[config.mk]
export PLATFORM = sky130hd
export DESIGN_NAME = signed_fixed_point_to_seven_segment_core_flat
export DESIGN_NICKNAME = d
export VERILOG_FILES = /design/src/hw/rtl/sfss_pkg.sv /design/src/hw/rtl/sfss_channels_if.sv /design/src/hw/rtl/sfss_reduce.sv /design/src/hw/rtl/sfss_digit_split.sv /design/src/hw/rtl/sfss_encode.sv /design/src/hw/rtl/signed_fixed_point_to_seven_segment_core.sv /design/src/flat_wrapper.sv
export SDC_FILE = /design/constraint.sdc
export NUM_CORES = 1
export LEC_CHECK = 0
export ABC_AREA = 1
export ABC_CLOCK_PERIOD_IN_PS = 12200
export BUFFER_PORTS_ARGS = -buffer_cell sky130_fd_sc_hd__buf_4
export CAP_MARGIN = 20
export CORE_ASPECT_RATIO = 0.8
export CORE_MARGIN = 4
export CORE_UTILIZATION = 40
export CTS_CLUSTER_SIZE = 16
export DETAILED_ROUTE_END_ITERATION = 10
export HOLD_SLACK_MARGIN = 0.12
export PLACE_DENSITY = 0.58
export RECOVER_POWER = 100
export SLEW_MARGIN = 20
export SYNTH_ARGS = -nofsm -noshare
export SYNTH_HDL_FRONTEND = slang
export SYNTH_SLANG_ARGS = --single-unit
[constraint.sdc]
create_clock -name clock -period 12.2 [get_ports clock]
set_clock_uncertainty 0.15 [all_clocks]
set_input_delay 0.61 -clock clock [delete_from_list [all_inputs] [get_ports clock]]
set_output_delay 0.61 -clock clock [all_outputs]
set_load 0.005 [all_outputs]
[src/hw/rtl/sfss_pkg.sv]
// sfss_pkg: constants, stage payload types and the glyph table for the
// signed fixed-point to seven-segment core. No dependencies.
`default_nettype none

package sfss_pkg;

   localparam int VALUE_WIDTH = 18;
   localparam int DEC_WIDTH   = 2;
   localparam int SEG_WIDTH   = 8;
   localparam int MAG_WIDTH   = 17;   // saturated magnitude, up to 99999
   localparam int RED_WIDTH   = 14;   // magnitude after reduction, up to 9999
   localparam int Q10_WIDTH   = 10;   // up to 999
   localparam int Q100_WIDTH  = 7;    // up to 99
   localparam int DIGIT_WIDTH = 4;

   localparam logic [MAG_WIDTH-1:0] VALUE_LIMIT = 17'd99999;
   localparam logic [MAG_WIDTH-1:0] TENS_LIMIT  = 17'd10000;
   localparam logic [MAG_WIDTH-1:0] NEG_LIMIT   = 17'd1000;

   // reciprocals of ten, each exact over the range it is used on
   localparam logic [19:0] RECIP_TEN_23 = 20'd838861;   // x < 2^17, shift 23
   localparam logic [12:0] RECIP_TEN_16 = 13'd6554;     // x < 2^14, shift 16
   localparam logic [7:0]  RECIP_TEN_11 = 8'd205;       // x < 1020, shift 11

   localparam logic [SEG_WIDTH-1:0] MINUS_GLYPH = 8'h02;
   localparam logic [SEG_WIDTH-1:0] BLANK_GLYPH = 8'h00;
   localparam logic [SEG_WIDTH-1:0] ZERO_GLYPH  = 8'hfc;
   localparam logic [DEC_WIDTH-1:0] ONE_DECIMAL = 2'd1;

   // magnitude stage
   typedef struct packed {
      logic                 neg;
      logic [DEC_WIDTH-1:0] dec;
      logic [MAG_WIDTH-1:0] mag;
   } mag_type;

   // after the optional division by ten
   typedef struct packed {
      logic                 neg;
      logic [DEC_WIDTH-1:0] dec;
      logic [RED_WIDTH-1:0] mag;
   } reduced_type;

   // ones digit split off
   typedef struct packed {
      logic                   neg;
      logic [DEC_WIDTH-1:0]   dec;
      logic [Q10_WIDTH-1:0]   q10;
      logic [DIGIT_WIDTH-1:0] ones;
   } ones_type;

   // tens digit split off
   typedef struct packed {
      logic                   neg;
      logic [DEC_WIDTH-1:0]   dec;
      logic                   tens_shown;
      logic [Q100_WIDTH-1:0]  q100;
      logic [DIGIT_WIDTH-1:0] tens;
      logic [DIGIT_WIDTH-1:0] ones;
   } tens_type;

   typedef struct packed {
      logic [SEG_WIDTH-1:0] seg_digit0;
      logic [SEG_WIDTH-1:0] seg_digit1;
      logic [SEG_WIDTH-1:0] seg_digit2;
      logic [SEG_WIDTH-1:0] seg_digit3;
      logic                 point_on;
   } result_type;

   // segment pattern of one decimal digit, bit7=a .. bit1=g
   function automatic logic [SEG_WIDTH-1:0] digit_glyph(input logic [DIGIT_WIDTH-1:0] d);
      logic [SEG_WIDTH-1:0] g;
      case (d)
         4'd0:    g = 8'hfc;
         4'd1:    g = 8'h60;
         4'd2:    g = 8'hda;
         4'd3:    g = 8'hf2;
         4'd4:    g = 8'h66;
         4'd5:    g = 8'hb6;
         4'd6:    g = 8'hbe;
         4'd7:    g = 8'he0;
         4'd8:    g = 8'hfe;
         4'd9:    g = 8'hf6;
         default: g = BLANK_GLYPH;
      endcase
      return g;
   endfunction

endpackage

`default_nettype wire

[src/hw/rtl/sfss_channels_if.sv]
// sfss_req_if and sfss_rsp_if: valid/ready channels for requests and results.
// Depends on sfss_pkg for the field widths.
`default_nettype none

interface sfss_req_if;
   logic                                    valid;
   logic                                    ready;
   logic signed [sfss_pkg::VALUE_WIDTH-1:0] value;
   logic        [sfss_pkg::DEC_WIDTH-1:0]   decimals;

   modport source (output valid, output value, output decimals, input ready);
   modport sink   (input valid, input value, input decimals, output ready);
endinterface

interface sfss_rsp_if;
   logic                              valid;
   logic                              ready;
   logic [sfss_pkg::SEG_WIDTH-1:0]    seg_digit0;
   logic [sfss_pkg::SEG_WIDTH-1:0]    seg_digit1;
   logic [sfss_pkg::SEG_WIDTH-1:0]    seg_digit2;
   logic [sfss_pkg::SEG_WIDTH-1:0]    seg_digit3;
   logic                              point_on;

   modport source (output valid, output seg_digit0, output seg_digit1,
                   output seg_digit2, output seg_digit3, output point_on,
                   input ready);
   modport sink   (input valid, input seg_digit0, input seg_digit1,
                   input seg_digit2, input seg_digit3, input point_on,
                   output ready);
endinterface

`default_nettype wire

[src/hw/rtl/sfss_reduce.sv]
// sfss_reduce: pipeline stages one and two, magnitude with saturation and
// the optional division by ten. Depends on sfss_pkg.
`default_nettype none

module sfss_reduce (
   input  wire logic                                    clock,
   input  wire logic                                    reset,
   input  wire logic                                    in_valid,
   output logic                                         in_ready,
   input  wire logic signed [sfss_pkg::VALUE_WIDTH-1:0] in_value,
   input  wire logic        [sfss_pkg::DEC_WIDTH-1:0]   in_decimals,
   output logic                                         out_valid,
   input  wire logic                                    out_ready,
   output sfss_pkg::reduced_type                        out_data
);
   import sfss_pkg::*;

   logic                   s1_valid_ff;
   mag_type                s1_ff, s1_in;
   logic                   s1_ready;
   logic                   s2_valid_ff;
   reduced_type            s2_ff, s2_in;
   logic                   s2_ready;
   logic [VALUE_WIDTH-1:0] abs_value;
   logic                   reduce;
   logic [36:0]            prod;

   // stage ready chain, a stage takes a request when empty or draining
   assign s2_ready = !s2_valid_ff || out_ready;
   assign s1_ready = !s1_valid_ff || s2_ready;
   assign in_ready = s1_ready;

   // two's complement magnitude, most negative code gives 2^17 unsigned
   always_comb begin
      abs_value = in_value[VALUE_WIDTH-1] ? (~in_value + 1'b1) : in_value;
      s1_in.neg = in_value[VALUE_WIDTH-1];
      s1_in.dec = in_decimals;
      if (abs_value > VALUE_WIDTH'(VALUE_LIMIT)) begin
         s1_in.mag = VALUE_LIMIT;
      end else begin
         s1_in.mag = abs_value[MAG_WIDTH-1:0];
      end
   end

   // divide by ten when too long for the display, count clamps at zero
   always_comb begin
      reduce    = s1_ff.neg ? (s1_ff.mag >= NEG_LIMIT) : (s1_ff.mag >= TENS_LIMIT);
      prod      = 37'(s1_ff.mag) * 37'(RECIP_TEN_23);
      s2_in.neg = s1_ff.neg;
      s2_in.mag = reduce ? prod[36:23] : s1_ff.mag[RED_WIDTH-1:0];
      if (reduce && (s1_ff.dec != '0)) begin
         s2_in.dec = s1_ff.dec - 1'b1;
      end else begin
         s2_in.dec = s1_ff.dec;
      end
   end

   // valid bits
   always_ff @(posedge clock) begin
      if (reset) begin
         s1_valid_ff <= 1'b0;
         s2_valid_ff <= 1'b0;
      end else begin
         if (s1_ready) s1_valid_ff <= in_valid;
         if (s2_ready) s2_valid_ff <= s1_valid_ff;
      end
   end

   // payload
   always_ff @(posedge clock) begin
      if (s1_ready && in_valid) s1_ff <= s1_in;
      if (s2_ready && s1_valid_ff) s2_ff <= s2_in;
   end

   assign out_valid = s2_valid_ff;
   assign out_data  = s2_ff;

endmodule

`default_nettype wire

[src/hw/rtl/sfss_digit_split.sv]
// sfss_digit_split: pipeline stages three and four, splitting off the ones
// and tens digits by reciprocal multiplication. Depends on sfss_pkg.
`default_nettype none

module sfss_digit_split (
   input  wire logic                  clock,
   input  wire logic                  reset,
   input  wire logic                  in_valid,
   output logic                       in_ready,
   input  wire sfss_pkg::reduced_type in_data,
   output logic                       out_valid,
   input  wire logic                  out_ready,
   output sfss_pkg::tens_type         out_data
);
   import sfss_pkg::*;

   logic         s3_valid_ff;
   ones_type     s3_ff, s3_in;
   logic         s3_ready;
   logic         s4_valid_ff;
   tens_type     s4_ff, s4_in;
   logic         s4_ready;
   logic [26:0]  prod10;
   logic [17:0]  prod100;
   logic [RED_WIDTH-1:0] rest3;
   logic [Q10_WIDTH-1:0] rest4;

   assign s4_ready = !s4_valid_ff || out_ready;
   assign s3_ready = !s3_valid_ff || s4_ready;
   assign in_ready = s3_ready;

   // ones digit: mag - 10 * (mag / 10)
   always_comb begin
      prod10     = 27'(in_data.mag) * 27'(RECIP_TEN_16);
      s3_in.neg  = in_data.neg;
      s3_in.dec  = in_data.dec;
      s3_in.q10  = prod10[25:16];
      rest3      = in_data.mag - ((RED_WIDTH'(s3_in.q10) << 3) + (RED_WIDTH'(s3_in.q10) << 1));
      s3_in.ones = rest3[DIGIT_WIDTH-1:0];
   end

   // tens digit from the quotient left by the ones stage
   always_comb begin
      prod100          = 18'(s3_ff.q10) * 18'(RECIP_TEN_11);
      s4_in.neg        = s3_ff.neg;
      s4_in.dec        = s3_ff.dec;
      s4_in.ones       = s3_ff.ones;
      s4_in.tens_shown = (s3_ff.q10 != '0);
      s4_in.q100       = prod100[17:11];
      rest4            = s3_ff.q10 - ((Q10_WIDTH'(s4_in.q100) << 3) + (Q10_WIDTH'(s4_in.q100) << 1));
      s4_in.tens       = rest4[DIGIT_WIDTH-1:0];
   end

   // valid bits
   always_ff @(posedge clock) begin
      if (reset) begin
         s3_valid_ff <= 1'b0;
         s4_valid_ff <= 1'b0;
      end else begin
         if (s3_ready) s3_valid_ff <= in_valid;
         if (s4_ready) s4_valid_ff <= s3_valid_ff;
      end
   end

   // payload
   always_ff @(posedge clock) begin
      if (s3_ready && in_valid) s3_ff <= s3_in;
      if (s4_ready && s3_valid_ff) s4_ff <= s4_in;
   end

   assign out_valid = s4_valid_ff;
   assign out_data  = s4_ff;

endmodule

`default_nettype wire

[src/hw/rtl/sfss_encode.sv]
// sfss_encode: pipeline stage five and output register, hundreds and
// thousands split, blanking, minus glyph and segment encoding. Depends on sfss_pkg.
`default_nettype none

module sfss_encode (
   input  wire logic               clock,
   input  wire logic               reset,
   input  wire logic               in_valid,
   output logic                    in_ready,
   input  wire sfss_pkg::tens_type in_data,
   output logic                    out_valid,
   input  wire logic               out_ready,
   output sfss_pkg::result_type    out_data
);
   import sfss_pkg::*;

   logic                   s5_valid_ff;
   result_type             s5_ff, s5_in;
   logic [14:0]            prod1000;
   logic [DIGIT_WIDTH-1:0] thous;
   logic [Q100_WIDTH-1:0]  rest5;
   logic [DIGIT_WIDTH-1:0] hund;

   assign in_ready = !s5_valid_ff || out_ready;

   // split the last two digits and pick each glyph
   always_comb begin
      prod1000 = 15'(in_data.q100) * 15'(RECIP_TEN_11);
      thous    = prod1000[14:11];
      rest5    = in_data.q100 - ((Q100_WIDTH'(thous) << 3) + (Q100_WIDTH'(thous) << 1));
      hund     = rest5[DIGIT_WIDTH-1:0];

      s5_in.seg_digit3 = digit_glyph(in_data.ones);

      // zero before the point kept with one decimal place and a single digit
      if (in_data.tens_shown) begin
         s5_in.seg_digit2 = digit_glyph(in_data.tens);
      end else if (in_data.dec == ONE_DECIMAL) begin
         s5_in.seg_digit2 = ZERO_GLYPH;
      end else begin
         s5_in.seg_digit2 = BLANK_GLYPH;
      end

      s5_in.seg_digit1 = (in_data.q100 != '0) ? digit_glyph(hund) : BLANK_GLYPH;

      // a negative value always shows the minus in the leftmost place
      if (in_data.neg) begin
         s5_in.seg_digit0 = MINUS_GLYPH;
      end else if (thous != '0) begin
         s5_in.seg_digit0 = digit_glyph(thous);
      end else begin
         s5_in.seg_digit0 = BLANK_GLYPH;
      end

      s5_in.point_on = (in_data.dec != '0);
   end

   always_ff @(posedge clock) begin
      if (reset) begin
         s5_valid_ff <= 1'b0;
      end else if (in_ready) begin
         s5_valid_ff <= in_valid;
      end
   end

   always_ff @(posedge clock) begin
      if (in_ready && in_valid) s5_ff <= s5_in;
   end

   assign out_valid = s5_valid_ff;
   assign out_data  = s5_ff;

endmodule

`default_nettype wire

[src/hw/rtl/signed_fixed_point_to_seven_segment_core.sv]
// Signed fixed-point to seven-segment core: five-stage pipeline, one request
// per clock unless the result stalls.
//
// Each request carries a signed value and its count of decimal places and
// yields one result of four segment bytes (bit7=a .. bit1=g) and a point flag.
// A request is accepted on any cycle in which req_if.ready is high; with
// rsp_if.ready held high the core sustains one request per clock. The five
// register stages, the first of which captures the request, are magnitude
// and saturation, division by ten, ones split, tens split, then hundreds and
// thousands split with encoding into the output register. Every stage holds
// its own valid bit, so a stalled result leaves the earlier stages free to
// fill. Negative values show a minus in the leftmost digit; too-long values
// drop their last decimal and the point count clamps at zero.
// Depends on sfss_pkg, the channel interfaces and the sfss_ stage modules.
`default_nettype none

module signed_fixed_point_to_seven_segment_core (
   input  wire logic clock,
   input  wire logic reset,
   sfss_req_if.sink  req_if,
   sfss_rsp_if.source rsp_if
);
   import sfss_pkg::*;

   logic        red_valid;
   logic        red_ready;
   reduced_type red_data;
   logic        split_valid;
   logic        split_ready;
   tens_type    split_data;
   result_type  result;

   sfss_reduce u_reduce (
      .clock       (clock),
      .reset       (reset),
      .in_valid    (req_if.valid),
      .in_ready    (req_if.ready),
      .in_value    (req_if.value),
      .in_decimals (req_if.decimals),
      .out_valid   (red_valid),
      .out_ready   (red_ready),
      .out_data    (red_data)
   );

   sfss_digit_split u_split (
      .clock     (clock),
      .reset     (reset),
      .in_valid  (red_valid),
      .in_ready  (red_ready),
      .in_data   (red_data),
      .out_valid (split_valid),
      .out_ready (split_ready),
      .out_data  (split_data)
   );

   sfss_encode u_encode (
      .clock     (clock),
      .reset     (reset),
      .in_valid  (split_valid),
      .in_ready  (split_ready),
      .in_data   (split_data),
      .out_valid (rsp_if.valid),
      .out_ready (rsp_if.ready),
      .out_data  (result)
   );

   // result fields onto the channel
   assign rsp_if.seg_digit0 = result.seg_digit0;
   assign rsp_if.seg_digit1 = result.seg_digit1;
   assign rsp_if.seg_digit2 = result.seg_digit2;
   assign rsp_if.seg_digit3 = result.seg_digit3;
   assign rsp_if.point_on   = result.point_on;

endmodule

`default_nettype wire

[src/flat_wrapper.sv]
// flat-port wrapper written by rule: the top's interface ports become plain ports
module signed_fixed_point_to_seven_segment_core_flat import sfss_pkg::*;
  (clock, reset, req_if_valid, req_if_value, req_if_decimals, req_if_ready, rsp_if_valid, rsp_if_seg_digit0, rsp_if_seg_digit1, rsp_if_seg_digit2, rsp_if_seg_digit3, rsp_if_point_on, rsp_if_ready);
  sfss_req_if req_if_i ();
  sfss_rsp_if rsp_if_i ();
  input  wire logic clock;
  input  wire logic reset;
  input wire logic [$bits(req_if_i.valid)-1:0] req_if_valid;
  input wire logic [$bits(req_if_i.value)-1:0] req_if_value;
  input wire logic [$bits(req_if_i.decimals)-1:0] req_if_decimals;
  output wire logic [$bits(req_if_i.ready)-1:0] req_if_ready;
  output wire logic [$bits(rsp_if_i.valid)-1:0] rsp_if_valid;
  output wire logic [$bits(rsp_if_i.seg_digit0)-1:0] rsp_if_seg_digit0;
  output wire logic [$bits(rsp_if_i.seg_digit1)-1:0] rsp_if_seg_digit1;
  output wire logic [$bits(rsp_if_i.seg_digit2)-1:0] rsp_if_seg_digit2;
  output wire logic [$bits(rsp_if_i.seg_digit3)-1:0] rsp_if_seg_digit3;
  output wire logic [$bits(rsp_if_i.point_on)-1:0] rsp_if_point_on;
  input wire logic [$bits(rsp_if_i.ready)-1:0] rsp_if_ready;
  assign req_if_i.valid = req_if_valid;
  assign req_if_i.value = req_if_value;
  assign req_if_i.decimals = req_if_decimals;
  assign req_if_ready = req_if_i.ready;
  assign rsp_if_valid = rsp_if_i.valid;
  assign rsp_if_seg_digit0 = rsp_if_i.seg_digit0;
  assign rsp_if_seg_digit1 = rsp_if_i.seg_digit1;
  assign rsp_if_seg_digit2 = rsp_if_i.seg_digit2;
  assign rsp_if_seg_digit3 = rsp_if_i.seg_digit3;
  assign rsp_if_point_on = rsp_if_i.point_on;
  assign rsp_if_i.ready = rsp_if_ready;
  signed_fixed_point_to_seven_segment_core u_core (.clock(clock), .reset(reset), .req_if(req_if_i), .rsp_if(rsp_if_i));
endmodule
# After elaboration in Yosys (flattened, before gate mapping)
# Memories as Yosys holds them, arrays and structs flattened. A register that Yosys moved wholly into a read port is not among the register bits.
# Index checks and enable logic that the tools add are counted.
# classes
reduce_logical	23
n_mul	4
bitwise_logic	2
shifts	0
add_sub_neg	8
mux	8
div	0
eq_ne	1
order_cmp	3
# ops
cell	count
$mul 17x20->37 const B	1
$mul 14x12->25 const B	1
$add 18x1->18 const B	1
$gt 18x17->1 const B	1
$mul 10x8->18 const B	1
$mux 18	1
$not 18->18	1
$ge 17x10->1 const B	1
$ge 17x14->1 const B	1
$mux 8	2
$mul 7x8->15 const B	1
$mux 14	1
$add 4x4->4	3
$sub 4x4->4	3
$reduce_bool 10->1	1
$reduce_bool 7->1	1
$logic_and 1x1->1	6
$logic_not 1->1	6
$logic_or 1x1->1	5
$mux 2	2
$mux 4	1
$reduce_bool 2->1	2
$reduce_bool 4->1	1
$eq 2x1->1 const B	1
4 further kinds	4
# word_totals
n_memories	4
in_bits	24
regBits	111
mem_bits_ro	448
output_inout_bits	35
latch_bits	0
ramBits	0
# mem_list
name	depth	word_bits	rd	rd_clocked_by_memory_dff	write_ports	line	rtl
(name not given)	16	7	1	1	0	sfss_pkg.sv:73	case (d)
(name not given)	16	7	1	1	0	sfss_pkg.sv:73	
(name not given)	16	7	1	1	0	sfss_pkg.sv:73	
(name not given)	16	7	1	0	0	sfss_pkg.sv:73	

# Depth between registers and ports, before layout
# Gate-level depths: netlist of the first run.
# depth
word_depth	7
ltp_mapped	27
mapped_depth_nobuf	27

# Cells and area by module
# Synthesis of the first run repeated with hierarchy kept, for this count alone.
# hier_totals
cells_unflattened	2028
area_unflattened_um2	17083.9
# modules_own_cells
mod	cells_per_inst	seq_area_each_um2	area_each_um2	n_inst
sfss_reduce	965	1151.1	7696.1	1
sfss_digit_split	712	1121.1	6304.8	1
sfss_encode	351	890.9	3083.0	1

# Worst setup path before layout of the first run
# OpenSTA, ideal clock, no wires.
# synth_timing
path_type	flip-flop to flip-flop
from	register u_core.u_reduce.s1_ff[9] (netlist name)
to	register u_core.u_reduce.s2_ff (netlist bit u_core.u_reduce.out_data[0]), data pin
setup_slack_ns	6.921
n_path_buf	0
required_ns	11.789
arrival_time_ns	4.868
period_less_slack_ns	5.279
stages_incl_launch_ff	24
cell_sequence	edfxtp_1 inv_1 ha_1 inv_1 fa_1 fa_1 inv_1 fa_1 inv_1 fa_1 inv_1 fa_1 inv_1 ha_1 nand2_1 nor2_1 inv_1 nor3_1 nand2_1 nand2_1 a21boi_0 or2_2 nand3_1 o21ai_0
# synth_lines
element	line	rtl
from (decl)	sfss_reduce.sv:19	mag_type s1_ff, s1_in;
from (signal assigned)	sfss_reduce.sv:71	if (s1_ready && in_valid) s1_ff <= s1_in;
to (signal assigned)	sfss_reduce.sv:72	if (s2_ready && s1_valid_ff) s2_ff <= s2_in;
to (decl)	sfss_reduce.sv:22	reduced_type s2_ff, s2_in;

==> flow_metrics.tcl, run 1 <==
set metrics [dict create \
    status "finished with violations" \
    violations "capacitance limit, slew limit" \
    dieArea_sq_um 45300 \
    place.gp.congestion 0.942 \
    hpwl_mm 34.2 \
    setup_violations 0 \
    netlist-cell-type-count 50 \
    tns_ns 0 \
    cts_setup_buffers 0 \
    grt_pass1_wl_mm 64.4 \
    fmax_ghz 0.163 \
    synth_top_flop_cell "edfxtp_1" \
    avgRoutedWirePerCell_um 15.3 \
    clkTransAtPathRegs_ns 0.06 \
    clk_path_buf_depth 2 \
    cp-start-kind "flip-flop" \
    coreArea_sq_um 41000 \
    fp.dieW_um 237 \
    dr.first_iter.drc_count 807 \
    holdWs_ns 0.218 \
    period_share 0.502 \
    critPathKind "reg -> reg" \
    htree_levels 4 \
    synth_edf_count 102 \
    grt_use_total 0.178 \
    synth.avg_cell_area_sq_um 8.74 \
    async_flop_share 0 \
    vias 12400 \
    drcViolationCount 0 \
    max_slew_margin -0.221 \
    synth-seq-cells 114 \
    numCtsBuffers 17 \
    drv_cap 1 \
    grt_remaining_overflow 0 \
    start_util 0.409 \
    required_ns 12.22 \
    root_buffer "clkbuf_16" \
    io_pins 59 \
    n_antenna_cell 0 \
    synth_area_sq_um 16800 \
    grt_max_degree 30 \
    worst-path-max-fanout 7 \
    endpoint_kind "flip-flop" \
    cts-hold-fix-buffers 0 \
    drive_gt1_frac 0.0599 \
    tightestPinTransition_ns 1.83 \
    period_needed_ns 6.12 \
    yosysSeqAreaShare 0.197 \
    clkLatencyLatePin_ns 0.44 \
    antenna_found_initial 0 \
    cts_resized 0 \
    yosys_warnings 0 \
    rsz0062_at_grt "false" \
    cts_sinks 114 \
    first_pass_iters 5 \
    nNetsFinal 2533 \
    port_buffers 54 \
    arrival_ns 6.14 \
    antenna_left 0 \
    hold_viol 0 \
    wl_mm 38.9 \
    die_height_um 191 \
    first_global_vias 12600 \
    slew_violations 30 \
    viasPerCell 4.85 \
    num_rows 66 \
    area_growth_syn_to_layout_pct 9.31 \
    cts_tree "done" \
    syn_inst 1921 \
    worstHoldPathType "in -> reg" \
]
stage by stage:
step | util | setup WS (ns) | area, sq um | std cells
after CTS | 0.450 | 6.12 | 18500 | 2548
final | 0.447 | 6.08 | 18400 | 2548
after floorplan | - | 6.92 | 16800 | 1924
after global routing | 0.447 | 5.73 | 18400 | 2548
after detailed placement | 0.435 | 6.16 | 17900 | 2516
after global placement | 0.435 | 6.19 | 17900 | 2516
layer usage:
metal / GRT usage / part of all wire / vias to the layer above
li1: - / - / 6254
met1: 0.269 / 0.51 / 5853
met2: 0.262 / 0.42 / 223
met3: 0.0374 / 0.051 / 31
met4: 0.0357 / 0.013 / 0
met5: 0 / 0 / -
cell type report:
| type | instances | area (sq um) |
|---|---|---|
| Clock buffer | 21 | 514 |
| Fill cell | 4006 | 22700 |
| Sequential cell | 114 | 3300 |
| Multi-Input combinational cell | 1340 | 11700 |
| Timing Repair Buffer | 57 | 368 |
| Tap cell | 544 | 681 |
| Inverter | 461 | 1730 |
| Clock inverter | 11 | 83.8 |
worst paths after layout:
kind                                     startpoint                               endpoint  slack, ns  cells past startpoint
max          u_core.u_reduce.s1_ff[9]$_SDFFCE_PN1P_  u_core.u_reduce.out_data[0]$_DFFE_PP_       6.08                     23
min                                           reset  u_core.u_split.out_valid$_SDFFE_PP0P_       0.22                      2
max reg2reg  u_core.u_reduce.s1_ff[9]$_SDFFCE_PN1P_  u_core.u_reduce.out_data[0]$_DFFE_PP_       6.08                     23
min reg2reg      u_core.u_split.s3_ff[14]$_DFFE_PP_  u_core.u_split.out_data[16]$_DFFE_PP_       0.27                      0
state kept, by name, indices dropped and copies added, names as in the netlist, named ones only:
signal and flops:
u_core.u_encode.out_data 29, u_core.u_reduce.out_valid 1, u_core.u_reduce.s1_valid_ff 1, u_core.u_reduce.s1_ff 20, u_core.u_split.out_valid 1, u_core.u_split.s3_valid_ff 1
u_core.u_split.out_data 19, u_core.u_reduce.out_data 17, u_core.u_split.s3_ff 17, u_core.u_encode.out_valid 1
layout by cell type, fill, tap and decap left out, drive strengths merged, types with 2 or more instances in the layout:
master / netlist / routed
nand4: 12 / 12
a211oi: 2 / 2
or2: 19 / 19
edfxtp: 102 / 102
clkinv: 3 / 8
nand3b: 12 / 12
a21o: 13 / 13
nand3: 87 / 87
a21oi: 81 / 81
a21boi: 5 / 5
nor4: 4 / 4
buf: 7 / 20
o21bai: 10 / 10
dfxtp: 12 / 12
fa: 155 / 155
a31oi: 8 / 8
clkbuf: 2 / 58
xnor2: 16 / 16
nor2: 114 / 114
xor2: 28 / 28
o211ai: 3 / 3
nor3: 11 / 11
inv: 458 / 464
o21a: 5 / 5
ha: 363 / 363
o21ai: 59 / 59
conb: 1 / 4
nand2: 319 / 319
cell families after synthesis:
| group | count (synthesis) | share of synthesized area |
|---|---|---|
| flops | 114 | 0.197 |
| xor+xnor | 44 | 0.0230 |
| other cells | 1 | 0.000223 |
| simple gates | 581 | 0.152 |
| compound gates | 193 | 0.0663 |
| fa+ha+maj | 518 | 0.455 |
| buf+inv | 470 | 0.106 |
Yosys cell counts (all sizes together), types with 2 or more instances:
library cell	n	area (sq um)
o211ai	3	22.5
a21o	13	97.6
a21oi	81	405
ha	363	4540
inv	458	1720
or2	19	119
xnor2	16	140
dfxtp	12	240
nor3	11	55.1
fa	155	3100
a21boi	5	37.5
nand3b	12	90.1
xor2	28	245
buf	7	45.0
clkinv	3	11.3
nor2	114	479
o21a	5	37.5
clkbuf	2	7.51
nor4	4	25.0
a31oi	8	50.1
a211oi	2	15.0
edfxtp	102	3060
o21ai	59	310
o21bai	10	75.1
nand3	87	458
nand2	319	1230
nand4	12	75.1
worst max-delay path, stage by stage (launching register included):
cell and delay (ns):
edfxtp_1 0.49, inv_1 0.09, ha_1 0.31, inv_1 0.09, fa_1 0.47, fa_1 0.56, inv_1 0.06, fa_1 0.55
inv_1 0.09, fa_1 0.54, inv_1 0.05, fa_1 0.50, inv_1 0.04, ha_1 0.30, nand2_1 0.13, nor2_1 0.19
inv_1 0.07, o21ai_0 0.40, inv_1 0.08, nand2_1 0.12, a21boi_0 0.11, or2_2 0.28, nand3_1 0.06, o21ai_0 0.10
Power of run 1 is not shown: default switching activity piles up to over one toggle a cycle in this logic, so the estimate is an artifact.
==> run 2: changes to the inputs <==
--- a/config.mk
+++ b/config.mk
@@ -5,8 +5,8 @@
 export SDC_FILE = /design/constraint.sdc
 export NUM_CORES = 1
 export LEC_CHECK = 0
-export ABC_AREA = 1
-export ABC_CLOCK_PERIOD_IN_PS = 12200
+export ABC_AREA = 0
+export ABC_CLOCK_PERIOD_IN_PS = 5620
 export BUFFER_PORTS_ARGS = -buffer_cell sky130_fd_sc_hd__buf_4
 export CAP_MARGIN = 20
 export CORE_ASPECT_RATIO = 0.8
@@ -15,7 +15,7 @@
 export CTS_CLUSTER_SIZE = 16
 export DETAILED_ROUTE_END_ITERATION = 10
 export HOLD_SLACK_MARGIN = 0.12
-export PLACE_DENSITY = 0.58
+export PLACE_DENSITY = 0.6
 export RECOVER_POWER = 100
 export SLEW_MARGIN = 20
 export SYNTH_ARGS = -nofsm -noshare
==> constraint.sdc (replaced) <==
create_clock -name clock -period 5.62 [get_ports clock]
set_clock_uncertainty 0.15 [all_clocks]
set_input_delay 0.281 -clock clock [delete_from_list [all_inputs] [get_ports clock]]
set_output_delay 0.281 -clock clock [all_outputs]
set_load 0.005 [all_outputs]
==> flow_metrics.tcl, run 2 <==
set metrics [dict create \
    status "finished with violations" \
    violations "capacitance limit, slew limit, setup timing" \
    fmax_ghz 0.171 \
    grt_util_met1 0.226 \
    use_met2 0.270 \
    hold_viol 0 \
    reg2regPathDepth 21 \
    num_rows 64 \
    synthTopCellsByCount "ha_1 (363), inv_1 (348), fa_1 (155), edfxtp_1 (102), nand2_1 (78)" \
    start_util 0.405 \
    netlist-cell-type-count 80 \
    rsz0062_at_grt "true" \
    grt_use_total 0.163 \
    first_pass_iters 4 \
    drcViolationCount 0 \
    worst-path-max-fanout 4 \
    fp.dieW_um 228 \
    wl_mm 33.6 \
    synth.avg_cell_area_sq_um 10.3 \
    reg2reg_from "u_core.u_reduce.s1_ff[6]$_SDFFCE_PN0P_" \
    numCtsBuffers 17 \
    ys_top_cells_by_area "ha_1 (29%), fa_1 (20%), edfxtp_1 (20%), inv_1 (8.4%), xnor2_1 (2.0%)" \
    final_cell_mix "ha_1 (345), inv_1 (332), buf_4 (169)" \
    synth_top_flop_cell "edfxtp_1" \
    required_ns 5.65 \
    grt_remaining_overflow 0 \
    yosysTopAreaCell "ha_1" \
    synth_top_area_frac 0.294 \
    antenna_found_initial 0 \
    grt_pass1_wl_mm 55.7 \
    holdWs_ns 0.131 \
    first_global_vias 11200 \
    grt-busiest-layer "met2" \
    yosysSeqAreaShare 0.214 \
    coreArea_sq_um 38200 \
    setup_violations 13 \
    nNetsFinal 2277 \
    drive_gt1_frac 0.191 \
    use_met3 0.0251 \
    r2r_end "u_core.u_reduce.out_data[8]$_DFFE_PP_" \
    clkLatencyLatePin_ns 0.43 \
    clkTransAtPathRegs_ns 0.06 \
    cts_tree "done" \
    synth_edf_count 102 \
    die_height_um 184 \
    synth_area_sq_um 15500 \
    fillers 3420 \
    area_growth_syn_to_layout_pct 22.1 \
    dr.first_iter.drc_count 460 \
    viasPerCell 4.81 \
    period_needed_ns 5.84 \
    holdPathStages 3 \
    slew_violations 48 \
    n_antenna_cell 0 \
    clk_path_buf_depth 2 \
    async_flop_share 0 \
    critPathKind "reg -> reg" \
    vias 10800 \
    hold_end "u_core.u_reduce.s1_ff[1]$_SDFFCE_PN1P_" \
    layout_commonest_cell "ha_1" \
    htree_levels 4 \
    antenna_left 0 \
    grt_max_degree 33 \
    arrival_ns 5.87 \
    cts_sinks 114 \
    hp-start "req_if_value[1]" \
    avgRoutedWirePerCell_um 15.0 \
    worstHoldPathType "in -> reg" \
    tightestPinTransition_ns 2.74 \
    drv_cap 2 \
    multi_input_area_sq_um 11200 \
    seqCellArea_sq_um 3300 \
    synth.most_common_cell "ha_1" \
    finalWorstSetupSlack_ns -0.220 \
    root_buffer "clkbuf_16" \
    period_share 1.04 \
    largest_reg_flops 29 \
    hpwl_mm 28.0 \
    io_pins 59 \
    yosys_warnings 0 \
    place.gp.congestion 0.884 \
    cp-start-kind "flip-flop" \
    max_slew_margin -0.842 \
    ff2ff_setup_slack_ns -0.22 \
    endpoint_kind "flip-flop" \
    synth-seq-cells 114 \
    port_buffers 54 \
    syn_inst 1495 \
    dieArea_sq_um 41900 \
]
run 2: worst max path at each step:
stage | start | endpoint | slack, ns | depth (start not counted)
CTS | u_core.u_reduce.s1_ff[9]$_SDFFCE_PN1P_ | u_core.u_reduce.out_data[8]$_DFFE_PP_ | -0.27 | 20
finish | u_core.u_reduce.s1_ff[6]$_SDFFCE_PN0P_ | u_core.u_reduce.out_data[8]$_DFFE_PP_ | -0.22 | 21
global placement | u_core.u_reduce.s1_ff[9]$_SDFFCE_PN1P_ | u_core.u_reduce.out_data[10]$_DFFE_PP_ | -0.38 | 22
floorplan | u_core.u_reduce.s1_ff[9]$_SDFFCE_PN1P_ | u_core.u_reduce.out_data[6]$_DFFE_PP_ | 0.0002 | 19
detailed placement | u_core.u_reduce.s1_ff[9]$_SDFFCE_PN1P_ | u_core.u_reduce.out_data[12]$_DFFE_PP_ | -0.41 | 21
global route | u_core.u_reduce.s1_ff[6]$_SDFFCE_PN0P_ | u_core.u_reduce.out_data[8]$_DFFE_PP_ | -0.40 | 21
run 2: cell type report:
class / count / area share
clock buffers: 21 / 0.0244
clock inverters: 11 / 0.00980
inverters: 349 / 0.0694
multi-input cells: 1017 / 0.594
flip-flops and latches: 114 / 0.175
well taps: 495 / 0.0328
repair buffers: 236 / 0.0944
run 2: cells by family (layout without fill, tap and decap cells):
family | count (synthesis) | after routing | synth area share
buffers and inverters | 367 | 617 | 0.0908
muxes | 8 | 8 | 0.00518
xor gates and xnor gates | 64 | 64 | 0.0376
other | 1 | 4 | 0.000242
AOI/OAI and AO/OA | 190 | 190 | 0.0824
adders and majority gates | 518 | 518 | 0.494
DFF | 114 | 114 | 0.214
and+or+nand+nor | 233 | 233 | 0.0759
run 2: worst max-delay path, cell delays in order (launching register included):
cell and delay, ns:
edfxtp_1 0.41, buf_4 0.16, ha_1 0.20, inv_1 0.08, fa_2 0.47, fa_1 0.57
inv_1 0.07, fa_1 0.53, inv_1 0.05, fa_2 0.45, fa_1 0.56, inv_1 0.04
ha_1 0.30, nand2_1 0.08, o21ai_2 0.06, a311oi_2 0.35, a211oi_4 0.15, buf_4 0.17
o21a_1 0.18, or4_1 0.40, nand3b_1 0.10, nand2_1 0.05
run 2: layer usage:
metal | vias up | routed length (um)
li1 | 5435 | -
met1 | 5202 | 16400
met2 | 121 | 15800
met3 | 34 | 922
met4 | 0 | 472
met5 | - | 0
run 2: what timing repair did:
item	in CTS	in global routing
setup buffers	13	17
hold endpoints to repair	20	0
setup endpoints to repair	20	31
pin swaps	39	52
hold buffers	18	0
resized for setup	30	63
run 2: metrics by stage:
| step | util | area (sq um) | setup TNS [ns] | setup slack [ns] | cells |
|---|---|---|---|---|---|
| final | 0.494 | 18900 | -1.04 | -0.220 | 2243 |
| after global routing | 0.494 | 18900 | -7.22 | -0.404 | 2243 |
| after CTS | 0.485 | 18500 | -1.69 | -0.270 | 2226 |
| after detailed placement | 0.458 | 17500 | -4.75 | -0.408 | 2163 |
| after global placement | 0.458 | 17500 | -3.43 | -0.378 | 2163 |
| after floorplan | - | 15500 | 0 | 0.000185 | 1498 |
Power of run 2 is left out for the same reason.
==> run 3: changes to the inputs <==
==> constraint.sdc (replaced) <==
create_clock -name clock -period 5.62 [get_ports clock]
set_clock_uncertainty 0.15 [all_clocks]
set_input_delay 0.843 -clock clock [delete_from_list [all_inputs] [get_ports clock]]
set_output_delay 0.843 -clock clock [all_outputs]
set_load 0.005 [all_outputs]
==> flow_metrics.tcl, run 3 (same netlist as run 2, synthesis figures left out) <==
set metrics [dict create \
    vias 10700 \
    max_slew_margin -0.829 \
    clkTransAtPathRegs_ns 0.06 \
    hp-start "u_core.u_split.s3_ff[14]$_DFFE_PP_" \
    hold_end "u_core.u_split.out_data[16]$_DFFE_PP_" \
    io_pins 59 \
    viasPerCell 4.82 \
    drv_cap 2 \
    n_antenna_cell 0 \
    die_height_um 184 \
    avgRoutedWirePerCell_um 15.0 \
    drcViolationCount 0 \
    root_buffer "clkbuf_16" \
    holdPathStages 0 \
    port_buffers 54 \
    hpwl_mm 28.0 \
    area_growth_syn_to_layout_pct 21.0 \
    antenna_found_initial 0 \
    dr.first_iter.drc_count 414 \
    grt_max_degree 33 \
    status "finished with violations" \
    nNetsFinal 2259 \
    tightestPinTransition_ns 2.72 \
    dieArea_sq_um 41900 \
    critPathKind "reg -> reg" \
    coreArea_sq_um 38200 \
    r2r_end "u_core.u_reduce.out_data[8]$_DFFE_PP_" \
    tns_ns -1.03 \
    start_util 0.405 \
    layout_commonest_cell "ha_1" \
    grt_remaining_overflow 0 \
    place.gp.congestion 0.884 \
    final_cell_mix "ha_1 (345), inv_1 (332), buf_4 (169)" \
    endpoint_kind "flip-flop" \
    grt_use_total 0.162 \
    hold_viol 0 \
    first_global_vias 11200 \
    violations "capacitance limit, slew limit, setup timing" \
    holdWs_ns 0.266 \
    period_needed_ns 5.84 \
    clk_path_buf_depth 2 \
    period_share 1.04 \
    reg2reg_from "u_core.u_reduce.s1_ff[6]$_SDFFCE_PN0P_" \
    num_rows 64 \
    worst-path-max-fanout 4 \
    rsz0062_at_grt "true" \
    arrival_ns 5.87 \
    htree_levels 4 \
    antenna_left 0 \
    place_worst_setup_slack_ns -0.408 \
    fp.dieW_um 228 \
    fmax_ghz 0.171 \
    reg2regPathDepth 21 \
    setup_violations 12 \
    cts-hold-fix-buffers 0 \
    drive_gt1_frac 0.192 \
    slew_violations 48 \
    wl_mm 33.4 \
    required_ns 5.65 \
    stdcell_count 2225 \
    place_inst 2163 \
    worstHoldPathType "reg -> reg" \
    largest_reg_flops 29 \
    cts_sinks 114 \
    clkLatencyLatePin_ns 0.43 \
    finalWorstSetupSlack_ns -0.217 \
    numCtsBuffers 17 \
    ff2ff_setup_slack_ns -0.22 \
    cts_tree "done" \
    grt_pass1_wl_mm 55.4 \
    cp-start-kind "flip-flop" \
    first_pass_iters 4 \
]
## run 3: changes by cell type in the layout (fill, tap and decap cells not counted)
cell,before,now
dlygate4sd3_1,18,0
## run 3: how the worst max path moves through the flow
stage,start,endpoint,slack (ns),depth (start not counted)
after CTS,u_core.u_reduce.s1_ff[9]$_SDFFCE_PN1P_,u_core.u_reduce.out_data[8]$_DFFE_PP_,-0.27,20
after global routing,u_core.u_reduce.s1_ff[6]$_SDFFCE_PN0P_,u_core.u_reduce.out_data[8]$_DFFE_PP_,-0.40,21
final,u_core.u_reduce.s1_ff[6]$_SDFFCE_PN0P_,u_core.u_reduce.out_data[8]$_DFFE_PP_,-0.22,21
after floorplan,u_core.u_reduce.s1_ff[9]$_SDFFCE_PN1P_,u_core.u_reduce.out_data[6]$_DFFE_PP_,0.0002,19
after detailed placement,u_core.u_reduce.s1_ff[9]$_SDFFCE_PN1P_,u_core.u_reduce.out_data[12]$_DFFE_PP_,-0.41,21
after global placement,u_core.u_reduce.s1_ff[9]$_SDFFCE_PN1P_,u_core.u_reduce.out_data[10]$_DFFE_PP_,-0.38,22
## run 3: metrics by stage
stage / utilization / area [sq um]
floorplan: - / 15500
global placement: 0.458 / 17500
detailed placement: 0.458 / 17500
CTS: 0.480 / 18300
global route: 0.490 / 18700
finish: 0.490 / 18700
## run 3: worst max-delay path: stages, from the launching register on
cell,delay (ns)
edfxtp_1,0.41
buf_4,0.16
ha_1,0.20
inv_1,0.08
fa_2,0.47
fa_1,0.57
inv_1,0.07
fa_1,0.53
inv_1,0.05
fa_2,0.45
fa_1,0.55
inv_1,0.04
ha_1,0.30
nand2_1,0.08
o21ai_2,0.06
a311oi_2,0.35
a211oi_4,0.15
buf_4,0.17
o21a_1,0.18
or4_1,0.40
nand3b_1,0.10
nand2_1,0.05
## run 3: final cells by class
type	count	area [sq um]
fillers	3441	19500
multi-input cells	1017	11200
flip-flops and latches	114	3300
repair buffers	218	1600
inverters	349	1310
well taps	495	619
clock buffers	21	460
clock inverters	11	185
## run 3: timing repair
item,4_1_cts,5_1_grt
setup buffers,13,17
resized for setup,30,63
pin swaps,39,52
endpoints found under the hold margin,0,0
setup endpoints to repair,20,31
## run 3: routing by layer
layer	global-route usage	part of all wire
met5	0	0
met4	0.0377	0.014
met3	0.0251	0.029
met2	0.269	0.47
met1	0.226	0.49
Power of run 3 is left out for the same reason.
